`config.mk`:
```
export PLATFORM = sky130hd
export DESIGN_NAME = kfi_queue
export DESIGN_NICKNAME = d
export VERILOG_FILES = /design/src/kfi_pkg.sv /design/src/kfi_queue.sv
export SDC_FILE = /design/constraint.sdc
export NUM_CORES = 1
export LEC_CHECK = 0
export BUFFER_PORTS_ARGS = -buffer_cell sky130_fd_sc_hd__buf_4
export CAP_MARGIN = 15
export CORE_MARGIN = 4
export CORE_UTILIZATION = 56
export CTS_CLUSTER_DIAMETER = 200
export DETAILED_ROUTE_END_ITERATION = 7
export PLACE_DENSITY = 0.85
export SYNTH_ARGS = -nofsm -noshare
export SYNTH_HDL_FRONTEND = slang
export SYNTH_SLANG_ARGS = --single-unit
```
`constraint.sdc`:
```
create_clock -name clk -period 22.8 [get_ports clk]
set_input_delay 2.28 -clock clk [delete_from_list [all_inputs] [get_ports clk]]
set_output_delay 2.28 -clock clk [all_outputs]
set_load 0.05 [all_outputs]
```
`src/kfi_pkg.sv`:
```
`timescale 1ns / 1ps
// ----------------------------------------------------------------------------
// kfi_pkg
// shared types, sizes and codes of the keyframe interpolator
// ----------------------------------------------------------------------------
package kfi_pkg;

  localparam int MAX_KEYS    = 64;
  localparam int KEY_AW      = $clog2(MAX_KEYS);
  localparam int NCNT_W      = $clog2(MAX_KEYS + 1);
  localparam int KCFG_W      = 7;
  localparam int IDX_W       = 6;
  localparam int TIME_W      = 32;
  localparam int VAL_W       = 32;
  localparam int QUEUE_DEPTH = 2;
  localparam int FRAC_W      = 16;
  localparam int DSR_W       = TIME_W + 1;
  localparam int DIV_W       = DSR_W + FRAC_W;
  localparam int CHUNK_W     = 17;
  localparam int PP_W        = DSR_W + CHUNK_W;
  localparam int PROD_W      = DSR_W + DIV_W;

  localparam logic [1:0] ST_OK        = 2'd0;
  localparam logic [1:0] ST_ZERO_SPAN = 2'd1;
  localparam logic [1:0] ST_SAT       = 2'd2;

  typedef enum logic [1:0] {
    OP_LOAD,
    OP_QUERY_ONE,
    OP_QUERY_SEARCH,
    OP_DROP
  } op_t;

  typedef logic [2:0][VAL_W-1:0] vec3_t;

  typedef struct packed {
    op_t                op;
    logic [NCNT_W-1:0]  n_keys;
    logic [KEY_AW-1:0]  addr;
    logic [TIME_W-1:0]  key_time;
    vec3_t              key_val;
    logic [TIME_W-1:0]  query_time;
  } job_t;

  typedef struct packed {
    logic              start;
    logic [DIV_W-1:0]  dividend;
    logic [DSR_W-1:0]  divisor;
  } div_req_t;

  typedef struct packed {
    logic              done;
    logic [DIV_W-1:0]  quotient;
  } div_rsp_t;

  typedef enum logic [3:0] {
    BK_IDLE,
    BK_SCAN,
    BK_FETCH0,
    BK_FETCH1,
    BK_FETCH2,
    BK_CHECK,
    BK_DIV,
    BK_PREP,
    BK_MUL,
    BK_FIN,
    BK_OUT
  } bk_state_t;

endpackage

```
`src/kfi_queue.sv`:
```
`timescale 1ns / 1ps
// ----------------------------------------------------------------------------
// kfi_queue
// short job queue between the front and the back
// ----------------------------------------------------------------------------
module kfi_queue (
  input  logic          clk,
  input  logic          rst,
  input  logic          push,
  input  kfi_pkg::job_t push_job,
  input  logic          pop,
  output logic          full,
  output logic          empty,
  output kfi_pkg::job_t head
);

  localparam int PW = (kfi_pkg::QUEUE_DEPTH > 1) ? $clog2(kfi_pkg::QUEUE_DEPTH) : 1;
  localparam int CW = $clog2(kfi_pkg::QUEUE_DEPTH + 1);

  kfi_pkg::job_t   slots [kfi_pkg::QUEUE_DEPTH];
  logic [PW-1:0]   wr_ptr;
  logic [PW-1:0]   rd_ptr;
  logic [CW-1:0]   fill;

  assign full  = (fill == CW'(kfi_pkg::QUEUE_DEPTH));
  assign empty = (fill == '0);
  assign head  = slots[rd_ptr];

  always_ff @(posedge clk) begin
    if (rst) begin
      wr_ptr <= '0;
      rd_ptr <= '0;
      fill   <= '0;
    end else begin
      if (push) begin
        wr_ptr <= (wr_ptr == PW'(kfi_pkg::QUEUE_DEPTH - 1)) ? '0 : wr_ptr + PW'(1);
      end
      if (pop) begin
        rd_ptr <= (rd_ptr == PW'(kfi_pkg::QUEUE_DEPTH - 1)) ? '0 : rd_ptr + PW'(1);
      end
      unique case ({push, pop})
        2'b10:   fill <= fill + CW'(1);
        2'b01:   fill <= fill - CW'(1);
        default: fill <= fill;
      endcase
    end
  end

  always_ff @(posedge clk) begin
    if (push) begin
      slots[wr_ptr] <= push_job;
    end
  end

endmodule

```
# Yosys cells after proc, flatten, opt, wreduce, memory -nomap -nowiden
# Memory sizes are Yosys's and may differ from the RTL's. A register that Yosys moved wholly into a read port is not among the register bits.
# Index checks and enable logic that the tools add are counted.
# totals
regBits	4
mem_bits_rw	350
inputBits	179
wordCells	20
memories	1
# mem_list
name	words	width	read_ports	rd_clocked_by_memory_dff	wr	line	rtl
slots	2	175	1	1	1	kfi_queue.sv:20	kfi_pkg::job_t slots [kfi_pkg::QUEUE_DEPTH];
# op_classes
addsub	4
eq_ne	3
mux	7
reduce_logical	2
# op_table
op	n
$mux W1	6
$eq A2 B2 Y1 const B	2
$pmux W2 S2	1
$add A1 B1 Y1 const B	2
$add A2 B1 Y2 const B	1
$eq A2 B1 Y1 const B	1
$logic_not A2 Y1	1
$reduce_bool A2 Y1	1
$sub A2 B1 Y2 const B	1

# Logic depth before layout (Yosys ltp)
# Gate-level depths: netlist of the first run.
# depth
depth_word	4
ltp_mapped	5
ltp_nobuf	5

# Least setup slack after synthesis of the first run
# No wires, ideal clock.
# synth_path
path_kind	in2reg
from	input port push
to	memory slots[0][0] in the netlist's numbering (enable)
setup_time_ps	717
t_arrival_ps	9665
required_ps	22083
setup_slack_ps	12418
path_stages	2
cell_sequence	inv_1 -> nor2_1
# synth_between
elab_chain_cells	2
# synth_rtl
item	line	rtl
start: declaration	kfi_queue.sv:9	input logic push,
$mux W1	kfi_queue.sv:50	if (push) begin
$mux W1 (implied by the code)	kfi_queue.sv:51	slots[wr_ptr] <= push_job;
end: declaration	kfi_queue.sv:20	
# Every way passes these cells.

==> flow_metrics.env, run 1 <==
export IMPL_worst_path_max_delay_cell="buf_4"
export IMPL_final_cell_mix="buf_4, edfxtp_1, mux2_2, clkbuf_16, clkinv_1"
export IMPL_fmax_mhz=196.7
export IMPL_synthToLayoutAreaGrowth_pct=31.81
export IMPL_final_common_cell="buf_4"
export IMPL_h_tree_depth=2
export IMPL_netlist_instances=566
export IMPL_cts_tree="built"
export IMPL_internal_power_mw=1.191
export IMPL_coreArea_sq_um=22570
export IMPL_slowest_delay_ns=0.87
export IMPL_fin_area_sq_um=16900
export IMPL_grt_pass1_wl_um=40740
export IMPL_setup_ws_ns=17.72
export IMPL_cp_cell_sequence="buf_4, mux2_2, buf_4"
export IMPL_dp_slack_ns=18.22
export IMPL_crit_top_cell="buf_4"
export IMPL_cts_sinks=355
export IMPL_post_cts_resized=0
export IMPL_detail_route_wl_per_cell_um=21.45
export IMPL_hold_viol_final=0
export IMPL_drtIter0Drc=348
export IMPL_ys_seq_elements=355
export IMPL_end_kind="output pin"
export IMPL_dpl_cell_area_sq_um=15770
export IMPL_final_nets=1124
export IMPL_final_setup_tns_ns=0
export IMPL_antenna_found_initial=0
export IMPL_cts_setup_buffers=0
export IMPL_arrival_ns=2.80
export IMPL_initial_core_util=0.5679
export IMPL_critical_path_peak_fanout=79
export IMPL_cp_start_kind="flop"
export IMPL_via_per_inst=5.261
export IMPL_grt_pass1_vias=7283
export IMPL_critPathBufInv=2
export IMPL_grt_start_max_net_pins=176
export IMPL_drive_gt1_frac=0.6082
export IMPL_p_leak_nw=6.317
export IMPL_postSynthNetCount=746
export IMPL_antenna_cells=0
export IMPL_gp_congestion=0.7457
export IMPL_die_area_sq_um=25370
export IMPL_drc_errors=0
export IMPL_synth_area_sq_um=12820
export IMPL_p_clk_frac=0.342
export IMPL_max_slew_margin=0.2940
export IMPL_drv_cap=0
export IMPL_worst_pin_slew_ns=1.059
export IMPL_clk_pin_slew_ns=0.06
export IMPL_holdBufCountCts=0
export IMPL_die_h_um=159.3
export IMPL_crit_family="buffers and inverters"
export IMPL_wirelength_um=26920
export IMPL_finalSetupViolations=0
export IMPL_p_switching_uw=428.2
export IMPL_dp_cells=1192
export IMPL_nFillCells=1280
export IMPL_cp_data_required_time_ns=20.52
export IMPL_cts_made_buffers=35
export IMPL_holdWs_ns=0.5095
export IMPL_io_buffers=355
export IMPL_p_comb_frac=0.179
export IMPL_overflow=0
export IMPL_root_buffer="clkbuf_16"
export IMPL_final_cells=1255
export IMPL_fin_crit_ns=5.083
export IMPL_fin_crit_sh=0.2229
export IMPL_status="complete, no violations"
export IMPL_hold_class="flop to flop"
export IMPL_yosysWarnings=0
export IMPL_swShare=0.2645
export IMPL_final_util=0.7486
export IMPL_avgSynthCellArea_sq_um=22.65
export IMPL_drtAntennaViolNets=0
export IMPL_cts_max_path_buffers=3
export IMPL_seq_power_share=0.479
export IMPL_rows=55
export IMPL_fin_skew_ns=0.01450
export IMPL_clock_latency_ns=0.49
export IMPL_setup_worst_path_class="flop to output pin"
export IMPL_slew_viol_final=0
export IMPL_dr_total_vias=6602
export IMPL_chipWidth_um=159.3
export IMPL_rsz0062_at_grt="false"
export IMPL_ios=356
export IMPL_grt_usage=0.2066
export IMPL_synth_distinct_cells=15
export IMPL_cellPowerDensity_nw_per_um2=95.81
export IMPL_first_pass_iters=4
export IMPL_report_power_total_mw=1.619
export IMPL_irDropWorstVdd_mv=0.08354
export IMPL_yosysSeqAreaShare=0.8277
export IMPL_hpwl_um=17390
layer usage:
| layer | track usage | share of wire | vias to the layer above |
|---|---|---|---|
| met5 | 0 | 0 | - |
| met1 | 0.2279 | 0.35 | 3244 |
| met3 | 0.08103 | 0.091 | 59 |
| li1 | - | - | 3015 |
| met2 | 0.3618 | 0.52 | 284 |
| met4 | 0.07968 | 0.036 | 0 |
kinds of logic after synthesis:
family / count (synthesis) / share of synthesized area
DFF: 355 / 0.8277
muxes: 175 / 0.1537
buffers and inverters: 20 / 0.01064
and+or+nand+nor: 9 / 0.003417
xor gates and xnor gates: 4 / 0.002734
AOI/OAI and AO/OA: 2 / 0.0007801
adders and majority gates: 1 / 0.0009759
power by group through the flow:
stage	clock network [mW]	registers [mW]	logic, mW
floorplan	0	0.790	0.196
global placement	0	0.785	0.287
detailed placement	0	0.788	0.290
CTS	0.567	0.775	0.293
global route	0.595	0.778	0.302
finish	0.554	0.775	0.290
area by class of cell:
cell class                 instances  area [sq um]  share of cell area
sequential                       355         10610              0.6282
timing repair buffer             360          2715              0.1607
multi-input combinational        191          2082              0.1232
clock buffer                      40         937.1             0.05547
tap                              285         356.6             0.02110
clock inverter                    23         187.7             0.01111
inverter                           1         3.754           0.0002222
worst min-delay path, stage by stage, from the launching register on:
cell and delay [ns]:
dfxtp_1 0.32, o21ai_0 0.08, a21oi_1 0.06
synth_stat cells:
cell type / n / area, sq um
mux2_2: 175 / 1971
buf_2: 4 / 20.02
xor2_1: 1 / 8.760
and2b_2: 1 / 8.760
xnor2_1: 3 / 26.28
ha_1: 1 / 12.51
dfxtp_1: 5 / 100.1
inv_1: 1 / 3.750
o21ai_0: 1 / 5.000
a21oi_1: 1 / 5.000
nor2_1: 6 / 22.52
and2_1: 1 / 6.260
edfxtp_1: 350 / 10510
or3_1: 1 / 6.260
buf_4: 15 / 112.6
final timing paths:
kind                            startpoint       endpoint  slack (ns)  depth (start not counted)
worst min-delay path               fill[1]        fill[1]        0.51                          2
worst min register to register     fill[1]        fill[1]        0.51                          2
worst max register to register      wr_ptr  slots[1][164]       20.39                          2
worst max-delay path                  flop      head[106]       17.72                          3
state kept, by name, summed over array words and instances, names as in the netlist, named ones only:
| name | flops |
|---|---|
| slots | 350 |
| fill | 2 |
| rd_ptr | 1 |
| wr_ptr | 1 |
Note: power is estimated with default switching activity, not from simulation.
==> inputs of run 2 (changes only) <==
Settings changed: CORE_UTILIZATION 56 to 47, PLACE_DENSITY 0.85 to 0.76.
Clock period 22.8 ns to 4.26 ns, I/O delays scaled along.
==> flow_metrics.env, run 2 (synthesis gave the netlist of run 1 again) <==
export IMPL_wirelength_um=26620
export IMPL_grt_pass1_wl_um=41320
export IMPL_fmax_mhz=345.2
export IMPL_holdPathStages=1
export IMPL_drv_cap=0
export IMPL_cts_made_buffers=37
export IMPL_holdWs_ns=0.1047
export IMPL_coreArea_sq_um=26880
export IMPL_p_leak_nw=6.420
export IMPL_cts_setup_buffers=0
export IMPL_slew_viol_final=0
export IMPL_end_kind="output pin"
export IMPL_ios=356
export IMPL_critical_path_peak_fanout=62
export IMPL_max_slew_margin=0.2931
export IMPL_cellPowerDensity_nw_per_um2=523.2
export IMPL_final_cell_mix="buf_4, edfxtp_1, mux2_2, clkbuf_16, clkinv_1"
export IMPL_cts_sinks=355
export IMPL_detail_route_wl_per_cell_um=20.12
export IMPL_p_switching_mw=2.343
export IMPL_holdBufCountCts=0
export IMPL_final_common_cell="buf_4"
export IMPL_finalSetupViolations=0
export IMPL_drtIter0Drc=358
export IMPL_io_buffers=355
export IMPL_internal_power_mw=6.654
export IMPL_rows=60
export IMPL_rsz0062_at_grt="false"
export IMPL_via_per_inst=5.019
export IMPL_synthToLayoutAreaGrowth_pct=34.14
export IMPL_antenna_cells=0
export IMPL_largest_reg_flops=350
export IMPL_cp_cell_sequence="buf_4, mux2_2, buf_4"
export IMPL_status="complete, no violations"
export IMPL_h_tree_depth=2
export IMPL_dr_total_vias=6640
export IMPL_fin_skew_ns=0.007000
export IMPL_drtAntennaViolNets=0
export IMPL_grt_pass1_vias=7418
export IMPL_cts_tree="built"
export IMPL_swShare=0.2604
export IMPL_post_cts_resized=0
export IMPL_cp_data_required_time_ns=3.83
export IMPL_clock_latency_ns=0.50
export IMPL_reg2reg_depth=2
export IMPL_clk_pin_slew_ns=0.06
export IMPL_gp_congestion=0.7231
export IMPL_grt_start_max_net_pins=98
export IMPL_die_h_um=173.1
export IMPL_fin_crit_ns=2.897
export IMPL_grt_usage=0.1742
export IMPL_hold_class="primary input to flop"
export IMPL_worst_path_max_delay_cell="dfxtp_4"
export IMPL_final_setup_tns_ns=0
export IMPL_chipWidth_um=173.1
export IMPL_final_nets=1133
export IMPL_fin_crit_sh=0.6800
export IMPL_irDropWorstVdd_mv=0.4126
export IMPL_crit_top_cell="buf_4"
export IMPL_drive_gt1_frac=0.6100
export IMPL_initial_core_util=0.4770
export IMPL_drc_errors=0
export IMPL_arrival_ns=2.47
export IMPL_reg_top3="slots x350, fill x2"
export IMPL_antenna_found_initial=0
export IMPL_hold_viol_final=0
export IMPL_first_pass_iters=4
export IMPL_hpwl_um=17780
export IMPL_slowest_delay_ns=0.93
export IMPL_root_buffer="clkbuf_16"
export IMPL_top_register="slots"
export IMPL_overflow=0
export IMPL_cp_start_kind="flop"
export IMPL_worst_pin_slew_ns=1.060
export IMPL_p_comb_frac=0.173
export IMPL_die_area_sq_um=29980
export IMPL_cts_max_path_buffers=3
export IMPL_setup_worst_path_class="flop to output pin"
export IMPL_p_clk_frac=0.366
export IMPL_seq_power_share=0.462
## run 2: cell count changes in the layout (fill, tap and decap cells not counted), moves of 2 or more
| cell | change |
|---|---|
| clkbuf_16 | +2 |
| buf_4 | +4 |
| clkinv_1 | +2 |
| buf_12 | +3 |
| bufinv_16 | +3 |
| clkinv_2 | -4 |
## run 2: cell type report
type / instances / area [sq um]
Clock buffer: 43 / 991.0
Inverter: 1 / 3.754
Timing Repair Buffer: 367 / 2805
Fill cell: 1883 / 9681
Sequential cell: 355 / 10610
Clock inverter: 25 / 272.8
Tap cell: 341 / 426.7
Multi-Input combinational cell: 191 / 2082
## run 2: final timing paths
check	start	to	slack, ns
max reg2reg	wr_ptr	slots[1][56]	2.15
max	flop	head[30]	1.36
min reg2reg	rd_ptr	flop	0.51
min	push_job[164]	slots[1][164]	0.10
## run 2: power groups by stage
stage	Combinational, mW	Clock [mW]	Sequential (mW)
2_1_floorplan	1.05	0	4.20
3_3_place_gp	1.55	0	4.21
3_5_place_dp	1.56	0	4.23
4_1_cts	1.57	3.36	4.15
5_1_grt	1.62	3.52	4.17
6_report	1.55	3.29	4.15
## run 2: metal layers
layer	vias to the layer above	share of wire	global-route usage
met2	273	0.52	0.3050
met4	0	0.032	0.06186
met5	-	0	0
met3	60	0.092	0.06581
met1	3274	0.36	0.1961
li1	3033	-	-
## run 2: per-stage QoR
| stage | setup WS, ns | power [mW] | util | instances | cell area, sq um |
|---|---|---|---|---|---|
| after floorplan | 0.7827 | 5.250 | - | 566 | 12830 |
| after global routing | 1.263 | 9.317 | 0.6398 | 1323 | 17200 |
| after global placement | 1.910 | 5.760 | 0.5928 | 1255 | 15930 |
| after CTS | 1.352 | 9.090 | 0.6398 | 1323 | 17200 |
| after detailed placement | 1.890 | 5.791 | 0.5928 | 1255 | 15930 |
| final | 1.363 | 8.997 | 0.6398 | 1323 | 17200 |
## run 2: critical path, delay by kind of cell, from the launching register on
family	cells	cell delay [ns]
muxes	1	0.38
DFF	1	0.93
buffers and inverters	2	0.58
