`config.mk`:
```
export PLATFORM = sky130hd
export DESIGN_NAME = kfi_div
export DESIGN_NICKNAME = d
export VERILOG_FILES = /design/src/kfi_pkg.sv /design/src/kfi_div.sv
export SDC_FILE = /design/constraint.sdc
export NUM_CORES = 1
export LEC_CHECK = 0
export BUFFER_PORTS_ARGS = -buffer_cell sky130_fd_sc_hd__buf_4
export CORE_ASPECT_RATIO = 1.5
export CORE_MARGIN = 1
export CORE_UTILIZATION = 49
export DETAILED_ROUTE_END_ITERATION = 12
export PLACE_DENSITY = 0.69
export SLEW_MARGIN = 40
export SYNTH_ARGS = -nofsm -noshare
export SYNTH_HDL_FRONTEND = slang
export SYNTH_SLANG_ARGS = --single-unit
```
`constraint.sdc`:
```
create_clock -name clk -period 3.1 [get_ports clk]
set_input_delay 0.775 -clock clk [delete_from_list [all_inputs] [get_ports clk]]
set_output_delay 0.775 -clock clk [all_outputs]
set_load 0.01 [all_outputs]
```
`src/kfi_pkg.sv`:
```
`timescale 1ns / 1ps
// ----------------------------------------------------------------------------
// kfi_pkg
// shared types, sizes and codes of the keyframe interpolator
// ----------------------------------------------------------------------------
package kfi_pkg;

  localparam int MAX_KEYS    = 64;
  localparam int KEY_AW      = $clog2(MAX_KEYS);
  localparam int NCNT_W      = $clog2(MAX_KEYS + 1);
  localparam int KCFG_W      = 7;
  localparam int IDX_W       = 6;
  localparam int TIME_W      = 32;
  localparam int VAL_W       = 32;
  localparam int QUEUE_DEPTH = 2;
  localparam int FRAC_W      = 16;
  localparam int DSR_W       = TIME_W + 1;
  localparam int DIV_W       = DSR_W + FRAC_W;
  localparam int CHUNK_W     = 17;
  localparam int PP_W        = DSR_W + CHUNK_W;
  localparam int PROD_W      = DSR_W + DIV_W;

  localparam logic [1:0] ST_OK        = 2'd0;
  localparam logic [1:0] ST_ZERO_SPAN = 2'd1;
  localparam logic [1:0] ST_SAT       = 2'd2;

  typedef enum logic [1:0] {
    OP_LOAD,
    OP_QUERY_ONE,
    OP_QUERY_SEARCH,
    OP_DROP
  } op_t;

  typedef logic [2:0][VAL_W-1:0] vec3_t;

  typedef struct packed {
    op_t                op;
    logic [NCNT_W-1:0]  n_keys;
    logic [KEY_AW-1:0]  addr;
    logic [TIME_W-1:0]  key_time;
    vec3_t              key_val;
    logic [TIME_W-1:0]  query_time;
  } job_t;

  typedef struct packed {
    logic              start;
    logic [DIV_W-1:0]  dividend;
    logic [DSR_W-1:0]  divisor;
  } div_req_t;

  typedef struct packed {
    logic              done;
    logic [DIV_W-1:0]  quotient;
  } div_rsp_t;

  typedef enum logic [3:0] {
    BK_IDLE,
    BK_SCAN,
    BK_FETCH0,
    BK_FETCH1,
    BK_FETCH2,
    BK_CHECK,
    BK_DIV,
    BK_PREP,
    BK_MUL,
    BK_FIN,
    BK_OUT
  } bk_state_t;

endpackage

```
`src/kfi_div.sv`:
```
`timescale 1ns / 1ps
// ----------------------------------------------------------------------------
// kfi_div
// unsigned restoring divider, one quotient bit per cycle
// ----------------------------------------------------------------------------
module kfi_div (
  input  logic              clk,
  input  logic              rst,
  input  kfi_pkg::div_req_t req,
  output kfi_pkg::div_rsp_t rsp
);

  localparam int CNT_W = $clog2(kfi_pkg::DIV_W);

  logic                        busy;
  logic                        done;
  logic [CNT_W-1:0]            cnt;
  logic [kfi_pkg::DSR_W-1:0]   rem;
  logic [kfi_pkg::DSR_W-1:0]   dsr;
  logic [kfi_pkg::DIV_W-1:0]   dvd;
  logic [kfi_pkg::DIV_W-1:0]   quo;
  logic [kfi_pkg::DSR_W:0]     trial;
  logic [kfi_pkg::DSR_W:0]     trial_sub;
  logic                        fits;

  assign trial     = {rem, dvd[kfi_pkg::DIV_W-1]};
  assign trial_sub = trial - {1'b0, dsr};
  assign fits      = (trial >= {1'b0, dsr});

  assign rsp.done     = done;
  assign rsp.quotient = quo;

  always_ff @(posedge clk) begin
    if (rst) begin
      busy <= 1'b0;
      done <= 1'b0;
    end else begin
      done <= 1'b0;
      if (req.start) begin
        busy <= 1'b1;
      end else if (busy && (cnt == CNT_W'(kfi_pkg::DIV_W - 1))) begin
        busy <= 1'b0;
        done <= 1'b1;
      end
    end
  end

  always_ff @(posedge clk) begin
    if (req.start) begin
      cnt <= '0;
      rem <= '0;
      dsr <= req.divisor;
      dvd <= req.dividend;
      quo <= '0;
    end else if (busy) begin
      cnt <= cnt + CNT_W'(1);
      dvd <= {dvd[kfi_pkg::DIV_W-2:0], 1'b0};
      if (fits) begin
        rem <= trial_sub[kfi_pkg::DSR_W-1:0];
        quo <= {quo[kfi_pkg::DIV_W-2:0], 1'b1};
      end else begin
        rem <= trial[kfi_pkg::DSR_W-1:0];
        quo <= {quo[kfi_pkg::DIV_W-2:0], 1'b0};
      end
    end
  end

endmodule

```
## Word level (Yosys, flattened, before mapping)

Index checks and enable logic that the tools add are counted.

- Register bits: 172
- Output and inout bits: 50
- Bits of input ports: 85
- Word-level logic and storage cells: 22

- Equality and inequality tests: 1
- Multiplexer cells: 7
- Reductions and logical operators: 4
- Add/sub/neg operators: 2
- Magnitude comparators: 1

Operators by type and width:

| operator | count |
|---|---|
| two-way mux 49 bit | 2 |
| greater-or-equal comparator 34 x 33 -> 1 bit | 1 |
| two-way mux 33 bit | 1 |
| subtractor 33 bit | 1 |
| adder 6 x 1 -> 6 bit (second input constant) | 1 |
| equality test 6 bit (second input constant) | 1 |
| two-way mux 1 bit | 4 |
| nonzero test 2 bit | 2 |
| OR reduction 2 bit | 1 |
| logical AND 1 bit | 1 |

## Depth between registers and ports, before layout

Gate-level depths: netlist of the first run.

- Word-level depth: 4
- Mapped depth: 15
- Gate-level depth less buffers: 13

## Least setup slack after synthesis of the first run

No wires, ideal clock.

- Path type: flip-flop to flip-flop
- Start point: reg dvd[48] (netlist bit)
- End point: reg rem[32] (netlist bit)
- Setup time: 0.060 ns
- Stages on the path, launching flop included: 14
- Period minus slack after synthesis: 2.911 ns
- Arrival: 2.851 ns
- Setup slack: 0.189 ns
- Cell sequence: edfxtp_1 inv_1 ha_1 inv_1 fa_1 a21o_1 a221o_2 a31oi_4 o221ai_1 a31oi_1 nor3b_1 o31a_1 o31ai_1 a22o_1

- Longest elaborated chain between the ends: 2
- Elaborated cells between the ends (all ways): 3
- Those cells by class: add/sub (1); order compare (1); mux (1)

RTL lines:

| element | RTL line | text |
|---|---|---|
| start, declared | kfi_div.sv:20 | `logic [kfi_pkg::DIV_W-1:0] dvd;` |
| start signal, assigned | kfi_div.sv:53 | `dvd <= req.dividend;` |
| start signal, assigned | kfi_div.sv:57 | `dvd <= {dvd[kfi_pkg::DIV_W-2:0], 1'b0};` |
| subtractor 33 bit or greater-or-equal comparator 34 x 33 -> 1 bit (tied branches) | kfi_div.sv:27, kfi_div.sv:28 |  |
| two-way mux 33 bit (*) | kfi_div.sv:58 | `if (fits) begin` |
| end signal, assigned | kfi_div.sv:59 | `rem <= trial_sub[kfi_pkg::DSR_W-1:0];` |
| end signal, assigned | kfi_div.sv:62 | `rem <= trial[kfi_pkg::DSR_W-1:0];` |
| end, declared | kfi_div.sv:18 | `logic [kfi_pkg::DSR_W-1:0] rem;` |

Mark *: on every way between the ends. The rest lies on a longest branch, timed or not.
A chain may end at the register's enable or synchronous reset.

## Final worst setup path of the first run

Ends and elaborated chain as after synthesis.

==> run metrics, run 1 <==
status completed; Max H-tree Level 4; Post-Route WL around 18000 um; worst vdd ir between 400 and 500 uV; clock root cell clkbuf_16; post-route antenna net violation count 0; Worst slew margin between 50% and 60%; DRC Markers 0; Required @ worst endpoint between 3000 and 4000 ps; share of cells above drive strength 1 approximately 28%; routability cong. about 0.9; CTS buffer count 17; Slew Limit Fails 0; CTS tree built; Max Root-Sink Buffers 2; Post-synth ARST share 0%; Area Overhead vs Synth 23.7%; final count of hold timing violations 0; total global routing overflow 0; vias in the first global route between 6000 and 7000; f_max around 0.32 GHz; io pins about 140; initial DRC count around 260; Yosys top cell area share between 20% and 30%; Worst EP arrival roughly 3500 ps; final setup vio count 0; class of the worst hold path reg2reg; die area 17700 um2; Pre-antenna DRT Iters 4; Via density around 5.4; global-route wire length before repair just under 30000 um; Die Span X 109 um; wire length per cell 16.0 um; vias about 6200; final net count about 1000; crit-path max FO 3; leading post-synthesis cells by cell area edfxtp_1 (29%), dfxtp_1 (21%), mux2_2 (6.4%); clk sinks ~170; Net Count, Synth between 900 and 1000; Final min period between 3000 and 4000 ps; TNS Setup 0 ps; Clock transition at path regs 70 ps; MaxCap Viol Count 0; Synth Flop Type dfxtp_1; die span in y roughly 160 um; core area 16800 um2; CP Capture Type register; most frequent cell after synthesis nor2_1; Synth top cells by count nor2_1 (98), dfxtp_1 (90), edfxtp_1 (82), nand2_1 (75), mux2i_1 (51); Yosys cell types 60; dpl hpwl approximately 13000 um; Buffers on Ports 134; fin util 61.9%; initial cell density of the core 50.0%; CP Launch Type register; Final period util roughly 100%; Worst Setup Path Type reg2reg; Rows just under 60; # hold bufs at CTS 0; Least-Margin Pin Slew roughly 730 ps; initial antenna violation count 0; Mapped Avg Cell Area approximately 11 um2; Clk Latency, worst-skew pair 440 ps; Pleak about 0.0044 uW; Synth area leader edfxtp_1; mapped cell area approximately 8400 um2; Yosys reg bits between 150 and 200; Yosys Warn Count 0; RSZ-0062 raised after global routing yes; Mapped Cells around 800; EDFF count, synth 82; largest net degree at the start of global routing just over 100; ant diodes 0; sequential fraction of the synthesis area ~50%; Power Density 531 nW/um2; GRT Util Overall 21.6%; Clock Skews 13.3 ps
where the power goes:
group,leakage (uW),internal (uW),switching (uW),total (uW)
clock,0.000298,1120,1000,2120
sequential,0.00155,2530,62.5,2590
combinational,0.00252,380,419,798
what timing repair did:
| action | CTS | global route |
|---|---|---|
| setup buffers | 1 | 4 |
| resized for setup | 0 | 23 |
| pin swaps | 1 | 13 |
| cloned | 0 | 2 |
| endpoints found under the setup margin | 2 | 33 |
state kept, by name, indices dropped and copies added, names as in the netlist:
register,flops
dvd,49
quo,49
dsr,33
rem,33
cnt,6
busy,1
done,1
stage by stage:
step                      setup slack, ps  total power (uW)  cells  cell area (um2)  hold WS, ps
after global routing                 -106              5760   1148            10400          494
after floorplan                       189              3180    790             8390          441
after detailed placement             6.64              3420   1109             9620          466
after global placement               77.8              3410   1109             9620          466
final                                11.5              5510   1148            10400          472
after CTS                           -8.93              5540   1142            10200          475
placed cells by master (no fill, tap or decap), types with 6 or more instances in the layout:
cell,instances
mux2_2,48
nor2_1,98
inv_1,42
o21ai_1,10
nor2b_1,6
o21ai_0,20
xnor2_1,17
a21o_1,11
o21bai_1,9
clkbuf_16,18
xor2_1,14
nor3_1,6
nand4_1,9
o21a_1,6
edfxtp_1,82
a21oi_1,37
dfxtp_1,89
nand2_1,72
ha_1,34
inv_8,7
a311oi_1,11
buf_4,147
a311oi_2,8
mux2i_1,51
metal layers:
layer	track usage, %	wire, um
met4	10.0	423
met5	0	0
met2	37.7	9470
met3	5.78	990
met1	24.2	7430
worst max-delay path, stage by stage (launching register included):
cell,delay [ps]
edfxtp_1,390
inv_1,70
ha_2,180
inv_2,40
fa_2,340
a21o_1,200
a221o_2,380
a31oi_4,230
buf_4,140
o221ai_2,110
a31oi_2,210
nor3b_1,90
o31a_1,280
o31ai_4,220
a22o_1,150
final cells by class:
class,instances,area (um2)
clock buffer,17,425
multi-input combinational,535,3850
fill,1430,6390
tap,210,263
sequential,172,4270
inverter,44,165
timing repair buffer,155,1240
clock inverter,15,159
final timing paths:
path / slack, ps / endpoint / startpoint / cells past startpoint
setup / recovery: 10 / rem[32]$_SDFFE_PP0P_ / dvd[48]$_DFFE_PP_ / 14
hold / removal: 470 / rem[21]$_SDFFE_PP0P_ / rem[21]$_SDFFE_PP0P_ / 2
setup reg to reg: 10 / rem[32]$_SDFFE_PP0P_ / dvd[48]$_DFFE_PP_ / 14
hold reg to reg: 470 / rem[21]$_SDFFE_PP0P_ / rem[21]$_SDFFE_PP0P_ / 2
kinds of logic (layout without fill, tap and decap cells):
kind of cell | Yosys count | count (layout) | share of synthesized area, %
mux | 99 | 99 | 12.5
buf+inv | 83 | 231 | 4.16
simple gates | 220 | 220 | 11.3
xor+xnor | 31 | 31 | 3.24
fa+ha+maj | 36 | 36 | 5.46
compound gates | 149 | 149 | 12.5
flops | 172 | 172 | 50.9
No activity file was read; power rests on OpenSTA's default activity.
==> inputs of run 2 (changes only) <==
--- a/config.mk
+++ b/config.mk
@@ -11,6 +11,7 @@
 export CORE_UTILIZATION = 49
 export DETAILED_ROUTE_END_ITERATION = 12
 export PLACE_DENSITY = 0.69
+export SETUP_SLACK_MARGIN = 0.5
 export SLEW_MARGIN = 40
 export SYNTH_ARGS = -nofsm -noshare
 export SYNTH_HDL_FRONTEND = slang
==> run metrics, run 2 (same netlist as run 1, synthesis figures left out) <==
Regs by FF count dvd x49, quo x49; CTS buffer count 17 (unchanged); global-route wire length before repair 29300 um (-1.3%); worst reg-to-reg setup slack 130 ps (+120 ps); RSZ-0062 raised after global routing yes; post-route antenna net violation count 0 (unchanged); total global routing overflow 0 (unchanged); CP max-delay cell o41a_1; Slew Limit Fails 0 (unchanged); clk sinks 172 (unchanged); DP Cell Count 1112 (+0.27%); Clock Skews 10.5 ps (-2.86 ps); f_max 0.337 GHz (+4.0%); Max Root-Sink Buffers 2 (unchanged); RR Startpoint dsr[0]$_DFFE_PP_; final net count 1053 (+0.67%); DRC Markers 0 (unchanged); worst vdd ir 371 uV (-11%); fin util 62.7% (+0.80 points); ant diodes 0 (unchanged); Clk Latency, worst-skew pair 430 ps (about the same); hold path depth 2 (unchanged); Max H-tree Level 4 (unchanged); number of fill cells 1384 (-3.2%); NetSw 1560 uW (+5.0%); M2 GR Usage 38.2% (+0.43 points); Rows 58 (unchanged); Crit path buffers/inverters 2 (-1); Buffers on Ports 134 (unchanged); met3 usage 6.62% (+0.84 points); Total Power 5580 uW (+1.3%); Die Span X 109 um (unchanged); share of cells above drive strength 1 30.3% (+2.1 points); Pleak 0.00441 uW (+0.97%); Final period util 95.8% (-3.8 points); Post-Route WL 18500 um (+0.73%); initial antenna violation count 0 (unchanged); die area 17700 um2 (unchanged); fin cells 1155 (+0.61%); Clock power frac 38.8% (+0.4 points); GRT Util Overall 21.4% (-0.26 points); Worst Setup Path Type reg2reg; CP Launch Type register; crit-path max FO 12 (+9); routability cong. 0.913 (-0.28%); met1 Track Usage GR 22.8% (-1.4 points); Worst slew margin 50.8% (-0.079 points); initial cell density of the core 50.0% (unchanged); class of the worst hold path reg2reg; # hold bufs at CTS 0 (unchanged); R2R depth 12 (-2); global route hottest layer met2; RR Endpoint rem[19]$_SDFFE_PP0P_; largest net degree at the start of global routing 112 (+9.8%); initial DRC count 294 (+15%); final count of hold timing violations 0 (unchanged); io pins 135 (unchanged); Least-Margin Pin Slew 733 ps (+1.18 ps); CTS tree built; Area Overhead vs Synth 25.3%; MaxCap Viol Count 0 (unchanged); Final min period 2970 ps (-118 ps); commonest cells after routing, fill and taps aside buf_4 (150), nor2_1 (97), dfxtp_1 (89); status completed; final setup vio count 0 (unchanged); Sequential Power Share 46.5% (-0.6 points); Required @ worst endpoint 3450 ps (-20 ps); CP Capture Type register; endpoint of the worst hold path rem[20]$_SDFFE_PP0P_; CP peak stage delay 440 ps (+50 ps); Pre-antenna DRT Iters 4 (unchanged); Internal Pwr Total 4030 uW (about the same); die span in y 162 um (unchanged); core area 16800 um2 (unchanged); worst-path cell chain ha_4 -> inv_2 -> fa_2 -> a21o_1 -> a221o_2 -> a31oi_4 -> o41a_1 -> o211a_1 -> o21a_4 -> buf_8 -> o311a_1 -> nor3_2; leading cell type in the layout, fill and taps excluded buf_4; vias 6296 (+1.0%); vias in the first global route 6139 (-2.7%); CP delay by family, top compound AO/OA/AOI/OAI gates; Worst EP arrival 3320 ps (-140 ps); Comb pwr share 14.7% (+0.2 points); Net Sw Frac 27.9% (+0.97 points); wire length per cell 16.0 um (+0.12%); dpl hpwl 12700 um (-0.53%); Via density 5.45 (+0.43%); clock root cell clkbuf_16; TNS Setup 0 ps (unchanged); HP Start rem[20]$_SDFFE_PP0P_; Clock transition at path regs 70 ps (about the same); Power Density 532 nW/um2 (about the same)
==> run 2: cell count changes in the layout (fill, tap and decap cells not counted), sizes merged <==
cell	before	now
clkbuf	18	17
clkinv	4	5
buf	154	162
inv	54	53
clkinvlp	0	1
bufinv	1	0
==> run 2: layout make-up <==
class	instances	area [um2]	share of cell area, %
sequential	172	4270	40.6
multi-input combinational	535	3920	37.3
timing repair buffer	162	1280	12.2
clock buffer	17	425	4.05
tap	210	263	2.50
clock inverter	15	185	1.76
inverter	44	165	1.57
==> run 2: power groups by stage <==
stage | clock (uW) | combinational, uW | sequential (uW)
5_1_grt | 2300 | 901 | 2610
4_1_cts | 2210 | 790 | 2600
6_report | 2170 | 818 | 2600
3_3_place_gp | 0 | 764 | 2650
3_5_place_dp | 0 | 774 | 2650
2_1_floorplan | 0 | 565 | 2620
==> run 2: tightest hold or removal path: cells and delay by family, from the launching register on <==
kind	cells	cell delay (ps)
compound gates	1	50
flops	1	320
simple gates	1	50
==> run 2: worst max-delay path by stage <==
stage	startpoint	cells past startpoint	to
CTS	dvd[48]$_DFFE_PP_	13	rem[26]$_SDFFE_PP0P_
finish	dsr[0]$_DFFE_PP_	12	rem[19]$_SDFFE_PP0P_
detailed placement	dvd[48]$_DFFE_PP_	13	rem[13]$_SDFFE_PP0P_
global placement	dvd[48]$_DFFE_PP_	13	rem[16]$_SDFFE_PP0P_
global route	dsr[0]$_DFFE_PP_	13	rem[1]$_SDFFE_PP0P_
floorplan	dvd[48]$_DFFE_PP_	14	rem[13]$_SDFFE_PP0P_
==> run 2: per-layer routing <==
metal | routed length (um) | vias up
met4 | 399 | 0
met2 | 9750 | 147
met1 | 7180 | 3007
met5 | 0 | -
met3 | 1120 | 29
li1 | - | 3113
==> run 2: through the flow <==
stage,hold WS (ps),area (um2),setup slack (ps)
after floorplan,441,8410,199
after CTS,468,10300,175
final,462,10500,130
after detailed placement,459,9640,29.2
after global routing,488,10500,-7.72
after global placement,459,9640,70.3
==> run 2: repair_timing <==
item / in CTS / in global routing
pin swaps: 10 / 22
endpoints found under the hold margin: 0 / 0
setup buffers: 3 / 4
resized for setup: 17 / 38
endpoints found under the setup margin: 34 / 34
gates cloned: 1 / 3
