==> src/kfi_pkg.sv <==
`timescale 1ns / 1ps
// ----------------------------------------------------------------------------
// kfi_pkg
// shared types, sizes and codes of the keyframe interpolator
// ----------------------------------------------------------------------------
package kfi_pkg;

  localparam int MAX_KEYS    = 64;
  localparam int KEY_AW      = $clog2(MAX_KEYS);
  localparam int NCNT_W      = $clog2(MAX_KEYS + 1);
  localparam int KCFG_W      = 7;
  localparam int IDX_W       = 6;
  localparam int TIME_W      = 32;
  localparam int VAL_W       = 32;
  localparam int QUEUE_DEPTH = 2;
  localparam int FRAC_W      = 16;
  localparam int DSR_W       = TIME_W + 1;
  localparam int DIV_W       = DSR_W + FRAC_W;
  localparam int CHUNK_W     = 17;
  localparam int PP_W        = DSR_W + CHUNK_W;
  localparam int PROD_W      = DSR_W + DIV_W;

  localparam logic [1:0] ST_OK        = 2'd0;
  localparam logic [1:0] ST_ZERO_SPAN = 2'd1;
  localparam logic [1:0] ST_SAT       = 2'd2;

  typedef enum logic [1:0] {
    OP_LOAD,
    OP_QUERY_ONE,
    OP_QUERY_SEARCH,
    OP_DROP
  } op_t;

  typedef logic [2:0][VAL_W-1:0] vec3_t;

  typedef struct packed {
    op_t                op;
    logic [NCNT_W-1:0]  n_keys;
    logic [KEY_AW-1:0]  addr;
    logic [TIME_W-1:0]  key_time;
    vec3_t              key_val;
    logic [TIME_W-1:0]  query_time;
  } job_t;

  typedef struct packed {
    logic              start;
    logic [DIV_W-1:0]  dividend;
    logic [DSR_W-1:0]  divisor;
  } div_req_t;

  typedef struct packed {
    logic              done;
    logic [DIV_W-1:0]  quotient;
  } div_rsp_t;

  typedef enum logic [3:0] {
    BK_IDLE,
    BK_SCAN,
    BK_FETCH0,
    BK_FETCH1,
    BK_FETCH2,
    BK_CHECK,
    BK_DIV,
    BK_PREP,
    BK_MUL,
    BK_FIN,
    BK_OUT
  } bk_state_t;

endpackage

==> src/kfi_front.sv <==
`timescale 1ns / 1ps
// ----------------------------------------------------------------------------
// kfi_front
// input register, key count register and item classification
// ----------------------------------------------------------------------------
module kfi_front (
  input  logic                          clk,
  input  logic                          rst,
  input  logic                          in_valid,
  output logic                          in_stall,
  input  logic [0:0]                    kind,
  input  logic [kfi_pkg::IDX_W-1:0]     key_index,
  input  logic [kfi_pkg::TIME_W-1:0]    key_time,
  input  logic signed [kfi_pkg::VAL_W-1:0] key_x,
  input  logic signed [kfi_pkg::VAL_W-1:0] key_y,
  input  logic signed [kfi_pkg::VAL_W-1:0] key_z,
  input  logic [kfi_pkg::TIME_W-1:0]    query_time,
  input  logic                          key_count_we,
  input  logic [kfi_pkg::KCFG_W-1:0]    key_count,
  input  logic                          q_full,
  output logic                          push,
  output kfi_pkg::job_t                 push_job
);

  logic [kfi_pkg::KCFG_W-1:0] keys_in_use;
  logic [kfi_pkg::NCNT_W-1:0] n_eff;
  logic                       job_valid;
  kfi_pkg::job_t              job;
  kfi_pkg::job_t              job_next;
  logic                       accept;

  always_comb begin
    if (keys_in_use == '0) begin
      n_eff = kfi_pkg::NCNT_W'(1);
    end else if (int'(keys_in_use) > kfi_pkg::MAX_KEYS) begin
      n_eff = kfi_pkg::NCNT_W'(kfi_pkg::MAX_KEYS);
    end else begin
      n_eff = kfi_pkg::NCNT_W'(keys_in_use);
    end
  end

  always_comb begin
    job_next.n_keys     = n_eff;
    job_next.addr       = kfi_pkg::KEY_AW'(key_index);
    job_next.key_time   = key_time;
    job_next.key_val    = {key_z, key_y, key_x};
    job_next.query_time = query_time;
    if (kind == 1'b0) begin
      job_next.op = (int'(key_index) < kfi_pkg::MAX_KEYS) ? kfi_pkg::OP_LOAD : kfi_pkg::OP_DROP;
    end else begin
      job_next.op = (n_eff == kfi_pkg::NCNT_W'(1)) ? kfi_pkg::OP_QUERY_ONE
                                                    : kfi_pkg::OP_QUERY_SEARCH;
    end
  end

  assign in_stall = job_valid && q_full;
  assign accept   = in_valid && !in_stall;
  assign push     = job_valid && !q_full && (job.op != kfi_pkg::OP_DROP);
  assign push_job = job;

  always_ff @(posedge clk) begin
    if (rst) begin
      job_valid   <= 1'b0;
      keys_in_use <= kfi_pkg::KCFG_W'(1);
    end else begin
      if (key_count_we) begin
        keys_in_use <= key_count;
      end
      if (accept) begin
        job_valid <= 1'b1;
      end else if (job_valid && !q_full) begin
        job_valid <= 1'b0;
      end
    end
  end

  always_ff @(posedge clk) begin
    if (accept) begin
      job <= job_next;
    end
  end

endmodule

==> config.mk <==
export PLATFORM = sky130hd
export DESIGN_NAME = kfi_front
export DESIGN_NICKNAME = d
export VERILOG_FILES = /design/src/kfi_pkg.sv /design/src/kfi_front.sv
export SDC_FILE = /design/constraint.sdc
export NUM_CORES = 1
export LEC_CHECK = 0
export ABC_CLOCK_PERIOD_IN_PS = 15500
export BUFFER_PORTS_ARGS = -buffer_cell sky130_fd_sc_hd__buf_2
export CAP_MARGIN = 20
export CORE_AREA = 10 10 131 133
export DETAILED_ROUTE_END_ITERATION = 10
export DIE_AREA = 0 0 141 143
export HOLD_SLACK_MARGIN = 0.05
export PLACE_DENSITY_LB_ADDON = 0.12
export SYNTH_ARGS = -nofsm -noshare
export SYNTH_HDL_FRONTEND = slang
export SYNTH_SLANG_ARGS = --single-unit
==> constraint.sdc <==
create_clock -name clk -period 15.5 [get_ports clk]
set_clock_uncertainty 0.15 [all_clocks]
set_input_delay 3.1 -clock clk [delete_from_list [all_inputs] [get_ports clk]]
set_output_delay 3.1 -clock clk [all_outputs]
set_load 0.05 [all_outputs]
======== After elaboration in Yosys (flattened, before gate mapping) ========
Index checks and enable logic that the tools add are counted.
W data, S select, Z words.
operators by class
  $add $sub $neg .......................... 0
  multipliers ............................. 0
  divide/modulo/power cells ............... 0
  $lt $le $gt $ge ......................... 1
  equal/unequal tests ..................... 2
  shifts and indexed selects .............. 0
  multiplexer cells ....................... 5
  bitwise gates (word level) .............. 0
  reduce and logical (&&, ||, !) cells .... 8
operators with widths
  operator              count
  $mux W7               2
  $eq A7 B1 Y1 const B  1
  $gt A7 B7 Y1 const B  1
  $logic_not A7 Y1      1
  $logic_and A1 B1 Y1   4
  $logic_not A1 Y1      2
  $mux W1               2
  $mux W2               1
  $ne A2 B2 Y1 const B  1
  $reduce_bool A2 Y1    1
word-level totals
  register bits ........................... 183
  bits in latches ......................... 0
  RAM bits ................................ 0
  bits in read-only memories .............. 0
  output and inout port bits .............. 177
  memories ................................ 0

======== Depth between registers and ports, before layout ========
Gate-level depths: netlist of the first run.
  depth after elaboration ................. 5
  mapped depth ............................ 3
  depth with buffers taken out ............ 2

======== Worst setup path after synthesis of the first run ========
No wires, ideal clock.
  kind .................................... input-to-reg
  start point ............................. input q_full
  end point ............................... register job (netlist bit push_job[0]), enable pin
  library setup time ...................... 0.729 ns
  data arrival time ....................... 11.150 ns
  slack ................................... 3.471 ns
  stages on the path ...................... 2
  buffers on the path ..................... 0
  cell sequence ........................... and2_1 nor2b_1
on the way
  word-level cells in the longest chain between the ends .. 3
ends and longest elaborated chain
  item                    RTL line         text
  start: declaration      kfi_front.sv:20  input logic q_full,
  $logic_and A1 B1 Y1     kfi_front.sv:56  assign in_stall = job_valid && q_full;
  $logic_not A1 Y1        kfi_front.sv:57  assign accept = in_valid && !in_stall;
  $logic_and A1 B1 Y1     kfi_front.sv:57
  named net accept        kfi_front.sv:30  logic accept;
  end signal: assignment  kfi_front.sv:79  job <= job_next;
  end: declaration        kfi_front.sv:28  kfi_pkg::job_t job;
The timed path passes the listed nets, and every way through them passes these cells.
A chain may end at the register's enable or synchronous reset.

======== Worst setup path in the final report of the first run ========
  start point ............................. input q_full
  end point ............................... output in_stall
on the way
  word-level cells in the longest chain between the ends .. 1
ends and longest elaborated chain
  item                 RTL line         text
  $logic_and A1 B1 Y1  kfi_front.sv:56
  end: declaration     kfi_front.sv:10  output logic in_stall,
Every way passes these cells.

==> results of run 1 <==
cells in the mapped netlist, drive strengths merged:
library cell	number
edfxtp	175
dfxtp	8
mux2i	6
nor2	6
and2b	5
inv	3
a211oi	1
and2	1
clkbuf	1
dlygate4sd3	1
nand2	1
nor2b	1
nor4b	1
o211ai	1
o21a	1
o31a	1
o32ai	1
or4	1
how the worst min path moves through the flow:
stage | startpoint | to | cells after the start
6_report | keys_in_use[0] | keys_in_use[0] | 2
3_5_place_dp | keys_in_use[0] | keys_in_use[0] | 2
3_3_place_gp | keys_in_use[0] | keys_in_use[0] | 2
5_1_grt | keys_in_use[0] | keys_in_use[0] | 2
4_1_cts | keys_in_use[0] | keys_in_use[0] | 2
2_1_floorplan | keys_in_use[0] | keys_in_use[0] | 2
registers in the layout, indices dropped and copies added (netlist names):
name,flops
push_job,175
keys_in_use,7
job_valid,1
report_power, final:
group	internal, uW	switching, uW	total [uW]
clock	238	180	418
combinational	36.4	129	165
sequential	577	7.82	585
area by class of cell:
cell class / instances / area share (%)
Antenna cell: 3 / 0.0910
Inverter: 3 / 0.136
Clock buffer: 18 / 5.20
Clock inverter: 14 / 1.80
Sequential cell: 183 / 65.6
Multi-Input combinational cell: 27 / 2.62
Tap cell: 184 / 2.79
Timing Repair Buffer: 357 / 21.7
critical path: cells and delay by family:
family / cells / cell delay [ns]
AND/OR/NAND/NOR: 1 / 0.20
buffers and inverters: 2 / 0.39
cell usage in the layout, fill, tap and decap left out, types with 2 or more instances in the layout:
cell type   Yosys  final
buf_2           0    355
edfxtp_1      175    175
clkbuf_16       0     17
dfxtp_1         8      8
mux2i_1         6      6
nor2_1          6      6
and2b_2         5      5
diode_2         0      3
inv_1           3      3
clkinv_4        0      3
clkinvlp_4      0      3
inv_6           0      3
bufinv_16       0      2
clkinv_2        0      2
buf_4           0      2
routing by layer:
layer,vias to the layer above,track usage (%),part of all wire (%)
li1,1609,-,-
met1,1645,15.8,33
met2,198,29.1,54
met3,20,9.65,12
met4,2,5.33,1.4
met5,-,0,0.063
metrics by stage:
step	area [sq um]	std cells
2_1_floorplan	5650	215
3_3_place_gp	7660	754
3_5_place_dp	7660	754
4_1_cts	8240	786
5_1_grt	8250	787
6_report	8250	789
cell families (layout without fill, tap and decap cells):
logic type / after synthesis / count (layout) / share of synthesized area [%]
AOI/OAI and AO/OA: 5 / 5 / 0.709
other: 0 / 3 / 0
DFF: 183 / 183 / 95.9
and+or+nand+nor: 16 / 16 / 1.93
muxes: 6 / 6 / 1.06
buffers and inverters: 5 / 392 / 0.443
==> results by group, run 1 <==
Yosys
  – Post-synthesis cell area: 5650 sq um
  – Yosys warning total: 0
  – Distinct cell type count of the synthesized netlist: 18
  – Net count after synthesis: 394
  – Share of the yosys chip area belonging to registers: 95.9%
  – FF+latch count, synth: 183
  – Syn avg cell area: 26.3 sq um
  – Synthesized instance count: around 220
  – Synth top area share: 93.0%
  – Area contributors post-synth: edfxtp_1 (93%), dfxtp_1 (2.8%), mux2i_1 (1.1%)
  – Yosys top cell by area: edfxtp_1

Die
  – Core Box Area: 14400 sq um
  – Total Die Area: roughly 20000 sq um
  – Cell Rows: 44
  – Ports placed on the boundary: 356
  – Die X: 141 um
  – Starting density of the core: 39.2%
  – DIE HEIGHT: 143 um

Critical path
  – Cells on worst reg2reg path: 3
  – Biggest cell delay along the critical path: 0.31 ns
  – Worst setup path category: in2out
  – Arrival time of the worst setup path: 3.70 ns
  – Launch instance of the worst register-to-register path: job_valid
  – CP dominant cell by count: buf_2
  – Nature of the critical path endpoint: output port
  – Slowest cell on crit path: buf_2
  – Setup crit start kind: input pin
  – Cell chain of the critical path: buf_2 -> and2_1 -> buf_2
  – Required time of the worst setup path: 12.25 ns
  – Worst Setup EP: in_stall
  – Reg-to-reg endpoint: push_job[127]
  – Launching instance or port of the critical path: q_full
  – Worst-path maximum fanout: 3
  – Setup slack, reg-to-reg: 13.04 ns

Global route
  – GR Util All Layers: 16.5%
  – Pin count of the biggest net entering global routing: 87
  – Number of global-route vias before repair: 3768
  – Number of antenna violations at the first check in global routing: 3
  – Total gr overflow: 0
  – Global-route wire length before repair: 24.3 mm

Timing
  – Maximum clock rate: approximately 0.14 GHz
  – Final Slew Violations: 0
  – Final Critical Period: between 6 and 7 ns
  – Slew headroom: 29.0%
  – Final number of hold-violating endpoints: 0
  – Final period util: 44.8%
  – Tightest Pin Transition: 1.06 ns
  – Summed negative setup slack over all endpoints: 0 ns
  – Slack of the critical path: 8.55 ns
  – Hold WS: 0.357 ns
  – Setup repair after global routing missed its margin: no
  – Final setup violating endpoints: 0

Run
  – Reported max-cap violation count: 0

Clock tree
  – CTS clk-pin slew, worst paths: about 0.07 ns
  – Number of buffers added by the clock tree synthesis step: 17
  – Cell at the root of the clock tree: clkbuf_16
  – Post-cts resize count: 0
  – Clock tree from TritonCTS: yes
  – Number of clock sinks seen by CTS: 183
  – Post-CTS Hold Fix Bufs: 0
  – Buffer depth of the longest clock path: 2
  – H-Tree Level Count: 4
  – Post-CTS setup buffer count: 0
  – Clock latency reported for the late side of the worst-skew pair: 0.42 ns

Pwr
  – Static Leak: 0.00356 uW
  – Pwr/cell area: 142 nW/um^2
  – Power after layout: 1170 uW
  – Worst ir drop on vdd: 0.0830 mV

Place
  – Estimated wirelength of the detail-placed design: 14.2 mm
  – Placement Setup Slack: 8.54 ns
  – Weighted congestion at the end of routability-driven global placement: 0.777
  – Count of input and output buffers: ~360

Run status
  – Run status: finished, final reports clean

Final layout
  – Area growth from synthesis to layout: 46.0%
  – Post-layout utilization of the core: 57.2%
  – Share of cells above drive strength 1: approximately two thirds
  – FF/Latch Area: about 5400 sq um
  – Multi-input combinational cell area: 216 sq um
  – Filler instances: roughly 1200
  – Number of nets in the finished design: between 700 and 800

Drt
  – Via density: 4.40
  – Starting DRC count in detailed routing: 150
  – Routed length per placed instance: ~22 um
  – Remaining antenna violation count after routing: 0
  – Drt first pass iters: 4
  – Vias after detailed routing: 3474
  – Routed wire length: 17.5 mm
  – DRC violation count after routing: 0

Worst hold path
  – Worst hold path class: reg2reg
Power figures use the tool's default switching activity.
==> run 2: changes to the inputs <==
--- a/config.mk
+++ b/config.mk
@@ -5,7 +5,7 @@
 export SDC_FILE = /design/constraint.sdc
 export NUM_CORES = 1
 export LEC_CHECK = 0
-export ABC_CLOCK_PERIOD_IN_PS = 15500
+export ABC_CLOCK_PERIOD_IN_PS = 6800
 export BUFFER_PORTS_ARGS = -buffer_cell sky130_fd_sc_hd__buf_2
 export CAP_MARGIN = 20
 export CORE_AREA = 10 10 131 133
==> constraint.sdc (replaced) <==
create_clock -name clk -period 6.8 [get_ports clk]
set_clock_uncertainty 0.15 [all_clocks]
set_input_delay 1.36 -clock clk [delete_from_list [all_inputs] [get_ports clk]]
set_output_delay 1.36 -clock clk [all_outputs]
set_load 0.05 [all_outputs]
==> results by group, run 2 (synthesis results as in run 1) <==
Timing
  – Final period util: 51.0%
  – Final number of hold-violating endpoints: 0
  – Slew headroom: a little over a third
  – Final Critical Period: 3.47 ns
  – Final setup violating endpoints: 0
  – Setup repair after global routing missed its margin: no
  – Hold WS: 0.342 ns
  – Summed negative setup slack over all endpoints: 0 ns
  – Final Slew Violations: 0
  – Tightest Pin Transition: between 0.9 and 1 ns
  – Maximum clock rate: just under 0.3 GHz

Critical path
  – Biggest cell delay along the critical path: 0.30 ns
  – CP dominant cell by count: buf_2
  – Reg-to-reg endpoint: push_job[131]
  – Cells on worst reg2reg path: 3
  – Worst path top cell family by delay: buffers and inverters
  – Setup slack, reg-to-reg: 4.39 ns
  – Launch instance of the worst register-to-register path: job_valid
  – Slowest cell on crit path: buf_2
  – Nature of the critical path endpoint: output port
  – Required time of the worst setup path: 5.29 ns
  – Worst setup path category: in2out
  – Setup crit start kind: input pin
  – Cell chain of the critical path: buf_2 -> and2_1 -> buf_2
  – Buffer and inverter count on the worst path: 2
  – Worst-path maximum fanout: 3
  – Arrival time of the worst setup path: 1.96 ns

Clock tree
  – Clock tree from TritonCTS: yes
  – Post-cts resize count: 0
  – Number of clock sinks seen by CTS: 183
  – Post-CTS setup buffer count: 0
  – Clock latency reported for the late side of the worst-skew pair: 0.42 ns
  – Cell at the root of the clock tree: clkbuf_16
  – CTS clk-pin slew, worst paths: roughly 0.060 ns
  – Buffer depth of the longest clock path: 2
  – H-Tree Level Count: 4
  – Number of buffers added by the clock tree synthesis step: 17
  – Post-CTS Hold Fix Bufs: 0

Global route
  – Met2 capacity usage during global routing: between 20% and 30%
  – Number of antenna violations at the first check in global routing: 2
  – GR Util All Layers: 16.5%
  – Number of global-route vias before repair: 3758
  – Global-route wire length before repair: 24.4 mm
  – Total gr overflow: 0
  – Pin count of the biggest net entering global routing: 79
  – Global route hottest layer: met2
  – Met3 Resource Use GR: 7.46%
  – Met1 routing resource usage after global routing: 16.9%

Final layout
  – Share of cells above drive strength 1: ~65%
  – Number of nets in the finished design: between 700 and 800
  – Commonest cells after routing, fill and taps aside: buf_2 (355), edfxtp_1 (175), clkbuf_16 (17), dfxtp_1 (8)
  – Filler instances: 1177
  – Most common cell after layout, fill and taps aside: buf_2
  – Layout Cells excl Fill: between 700 and 800
  – Max reg flops: roughly 180
  – Area growth from synthesis to layout: 46.2%

Worst hold path
  – End of the worst hold path: keys_in_use[0]
  – Worst hold path class: reg2reg
  – Worst Hold Depth: 2
  – Source of the worst hold timing path: keys_in_use[0]

Die
  – Starting density of the core: roughly two fifths
  – Cell Rows: 44
  – DIE HEIGHT: 143 um
  – Total Die Area: 20200 sq um
  – Core Box Area: 14400 sq um
  – Ports placed on the boundary: around 360
  – Die X: 141 um

Place
  – Cell count after placement: 754
  – Weighted congestion at the end of routability-driven global placement: 0.776
  – Count of input and output buffers: between 300 and 400
  – Estimated wirelength of the detail-placed design: 14.2 mm

Pwr
  – Power after layout: 2680 uW
  – Static Leak: 0.00356 uW
  – Worst ir drop on vdd: approximately 0.16 mV
  – Pwr/cell area: between 300 and 400 nW/um^2

Run
  – Reported max-cap violation count: 0

Drt
  – Vias after detailed routing: 3513
  – Routed wire length: 17.5 mm
  – Via density: approximately 4.5
  – Routed length per placed instance: ~22 um
  – DRC violation count after routing: 0
  – Remaining antenna violation count after routing: 0
  – Drt first pass iters: 6
  – Starting DRC count in detailed routing: 189

Run status
  – Run status: finished, final reports clean
run 2: changes by cell type in the layout (fill, tap and decap cells not counted), sizes merged:
cell      delta
inv          -2
bufinv       +1
clkbuf       +1
clkinv       -1
clkinvlp     +1
diode        -1
run 2: through the flow:
stage | setup WS, ns | util (%) | cell area (sq um)
after global routing | 3.27 | 57.2 | 8260
after CTS | 3.33 | 57.2 | 8250
final | 3.33 | 57.3 | 8260
after detailed placement | 3.18 | 53.1 | 7660
after floorplan | 1.83 | - | 5660
after global placement | 3.25 | 53.1 | 7660
run 2: how the worst max path moves through the flow:
stage                 from           end  slack [ns]  cells past startpoint
floorplan           q_full   push_job[0]        1.83                      2
global placement    q_full  push_job[46]        3.25                      4
detailed placement  q_full  push_job[59]        3.18                      4
CTS                 q_full      in_stall        3.33                      3
global route        q_full          push        3.27                      3
finish              q_full      in_stall        3.33                      3
run 2: final cells by class:
class / count / area (sq um) / area share [%]
Antenna cell: 2 / 5.00 / 0.0606
Clock buffer: 19 / 433 / 5.24
Clock inverter: 13 / 155 / 1.88
Inverter: 3 / 11.3 / 0.136
Multi-Input combinational cell: 27 / 216 / 2.62
Sequential cell: 183 / 5420 / 65.6
Tap cell: 184 / 230 / 2.79
Timing Repair Buffer: 357 / 1790 / 21.7
run 2: where the power goes:
group          total, uW  internal [uW]  switching, uW
clock                968            575            393
sequential          1330           1320           18.1
combinational        377           83.0            294
total               2680           1970            705
run 2: worst reg2reg max path: cells and delay by family (launching register included):
family | cells | cell delay, ns
buffers and inverters | 1 | 0.83
DFF | 1 | 0.31
and+or+nand+nor | 2 | 0.67
run 2: per-layer routing:
metal / routed length [um] / part of all wire (%)
met3: 1750 / 10
met2: 9610 / 55
met4: 181 / 1.0
met1: 5980 / 34
met5: 0 / 0
==> run 3: changes to the inputs <==
--- a/config.mk
+++ b/config.mk
@@ -5,12 +5,12 @@
 export SDC_FILE = /design/constraint.sdc
 export NUM_CORES = 1
 export LEC_CHECK = 0
-export ABC_CLOCK_PERIOD_IN_PS = 6800
+export ABC_CLOCK_PERIOD_IN_PS = 2800
 export BUFFER_PORTS_ARGS = -buffer_cell sky130_fd_sc_hd__buf_2
 export CAP_MARGIN = 20
-export CORE_AREA = 10 10 131 133
+export CORE_MARGIN = 10
+export CORE_UTILIZATION = 38
 export DETAILED_ROUTE_END_ITERATION = 10
-export DIE_AREA = 0 0 141 143
 export HOLD_SLACK_MARGIN = 0.05
 export PLACE_DENSITY_LB_ADDON = 0.12
 export SYNTH_ARGS = -nofsm -noshare
==> constraint.sdc (replaced) <==
create_clock -name clk -period 2.8 [get_ports clk]
set_clock_uncertainty 0.15 [all_clocks]
set_input_delay 0.56 -clock clk [delete_from_list [all_inputs] [get_ports clk]]
set_output_delay 0.56 -clock clk [all_outputs]
set_load 0.05 [all_outputs]
==> results by group, run 3 (synthesis results as in run 1) <==
Place
  – Post-detailed-placement cell area: between 7000 and 8000 sq um
  – Placement Setup Slack: 0.833 ns
  – Weighted congestion at the end of routability-driven global placement: 0.750
  – Estimated wirelength of the detail-placed design: between 10 and 15 mm
  – Count of input and output buffers: 355

Global route
  – Global-route wire length before repair: 23.8 mm
  – Number of antenna violations at the first check in global routing: 3
  – Pin count of the biggest net entering global routing: 72
  – Number of global-route vias before repair: 3616
  – Total gr overflow: 0
  – GR Util All Layers: 16.1%

Die
  – Cell Rows: 44
  – Starting density of the core: 38.9%
  – Total Die Area: 20100 sq um
  – Ports placed on the boundary: 356
  – Core Box Area: 14500 sq um
  – Die X: 142 um
  – DIE HEIGHT: 142 um

Critical path
  – Nature of the critical path endpoint: output port
  – Worst path top cell family by delay: flip-flops
  – Biggest cell delay along the critical path: 0.40 ns
  – Buffer and inverter count on the worst path: 1
  – Slowest cell on crit path: edfxtp_1
  – Setup slack, reg-to-reg: 1.17 ns
  – Setup crit start kind: register
  – Worst-path maximum fanout: 2
  – Arrival time of the worst setup path: 1.35 ns
  – Cell chain of the critical path: a211oi_1 -> buf_2
  – Worst setup path category: reg2out
  – Required time of the worst setup path: 2.09 ns

Drt
  – Routed length per placed instance: 21.6 um
  – Starting DRC count in detailed routing: 193
  – DRC violation count after routing: 0
  – Routed wire length: 17.0 mm
  – Vias after detailed routing: 3412
  – Drt first pass iters: 4
  – Remaining antenna violation count after routing: 0
  – Via density: about 4.3

Timing
  – Slew headroom: 72.7%
  – Final period util: 73.7%
  – Final setup violating endpoints: 0
  – Final number of hold-violating endpoints: 0
  – Final Slew Violations: 0
  – Tightest Pin Transition: ~0.41 ns
  – Maximum clock rate: 0.484 GHz
  – Slack of the critical path: 0.735 ns
  – Setup repair after global routing missed its margin: no
  – Final Critical Period: 2.06 ns

Clock tree
  – H-Tree Level Count: 4
  – Cell at the root of the clock tree: clkbuf_16
  – Buffer depth of the longest clock path: 2
  – Post-cts resize count: 0
  – Post-CTS setup buffer count: 0
  – Clock tree from TritonCTS: yes
  – Number of clock sinks seen by CTS: 183
  – Post-CTS Hold Fix Bufs: 0
  – CTS clk-pin slew, worst paths: 0.07 ns
  – Clock latency reported for the late side of the worst-skew pair: 0.42 ns
  – Number of buffers added by the clock tree synthesis step: 17

Pwr
  – Worst ir drop on vdd: roughly 0.36 mV
  – Pwr/cell area: roughly 780 nW/um^2
  – Static Leak: 0.00356 uW

Run
  – Reported max-cap violation count: 0

Run status
  – Run status: finished, final reports clean

Worst hold path
  – Worst hold path class: in2reg

Final layout
  – Commonest cells after routing, fill and taps aside: buf_2 (355), edfxtp_1 (175), clkbuf_16 (17), dfxtp_1 (8)
  – Number of nets in the finished design: between 700 and 800
  – Most common cell after layout, fill and taps aside: buf_2
  – Share of cells above drive strength 1: 65.3%
  – Area growth from synthesis to layout: 46.3%
  – Max reg flops: ~180
  – Post-route standard cell area excluding fillers: between 8000 and 9000 sq um
[run 3: cell types whose count changed in the layout (fill, tap and decap cells not counted), sizes merged]
| cell | previous run | this run |
|---|---|---|
| inv | 4 | 6 |
| buf | 357 | 358 |
| bufinv | 3 | 2 |
| clkinv | 5 | 3 |
[run 3: cell type report]
| cell class | count | area [sq um] |
|---|---|---|
| clock buffer | 19 | 433 |
| inverter | 3 | 11.3 |
| multi-input combinational | 27 | 219 |
| tap | 184 | 230 |
| sequential | 183 | 5420 |
| clock inverter | 12 | 128 |
| timing repair buffer | 358 | 1820 |
| fill | 1195 | 6270 |
| antenna | 2 | 5.00 |
[run 3: layer usage]
metal | vias to the layer above | track usage (%) | wire, um
li1 | 1604 | - | -
met1 | 1595 | 16.5 | 5980
met2 | 198 | 27.7 | 9030
met3 | 13 | 8.41 | 1860
met4 | 2 | 5.59 | 161
met5 | - | 0 | 18
[run 3: worst paths after layout]
| path | to | from | depth (start not counted) |
|---|---|---|---|
| setup / recovery | push | push_job[174] | 2 |
| hold / removal | push_job[4] | query_time[4] | 1 |
| setup reg to reg | push_job[174] | keys_in_use[6] | 2 |
| hold reg to reg | keys_in_use[0] | keys_in_use[0] | 2 |
[run 3: per-stage QoR]
stage                     hold WS (ns)  power (uW)  setup TNS [ns]  instances  utilization [%]
final                            0.161        6420               0        788             56.9
after global routing             0.133        6660               0        787             56.9
after CTS                        0.135        6500               0        786             56.8
after detailed placement         0.335        4230               0        755             53.0
after global placement           0.331        4220               0        755             53.0
after floorplan                  0.306        3910         -204.48        215                -
[run 3: power by group]
part | total [uW] | internal, uW | leakage, uW | switching [uW]
logic | 921 | 209 | 0.00154 | 712
clock network | 2260 | 1310 | 0.000259 | 954
registers | 3230 | 3190 | 0.00176 | 43.6
total | 6420 | 4710 | 0.00356 | 1710
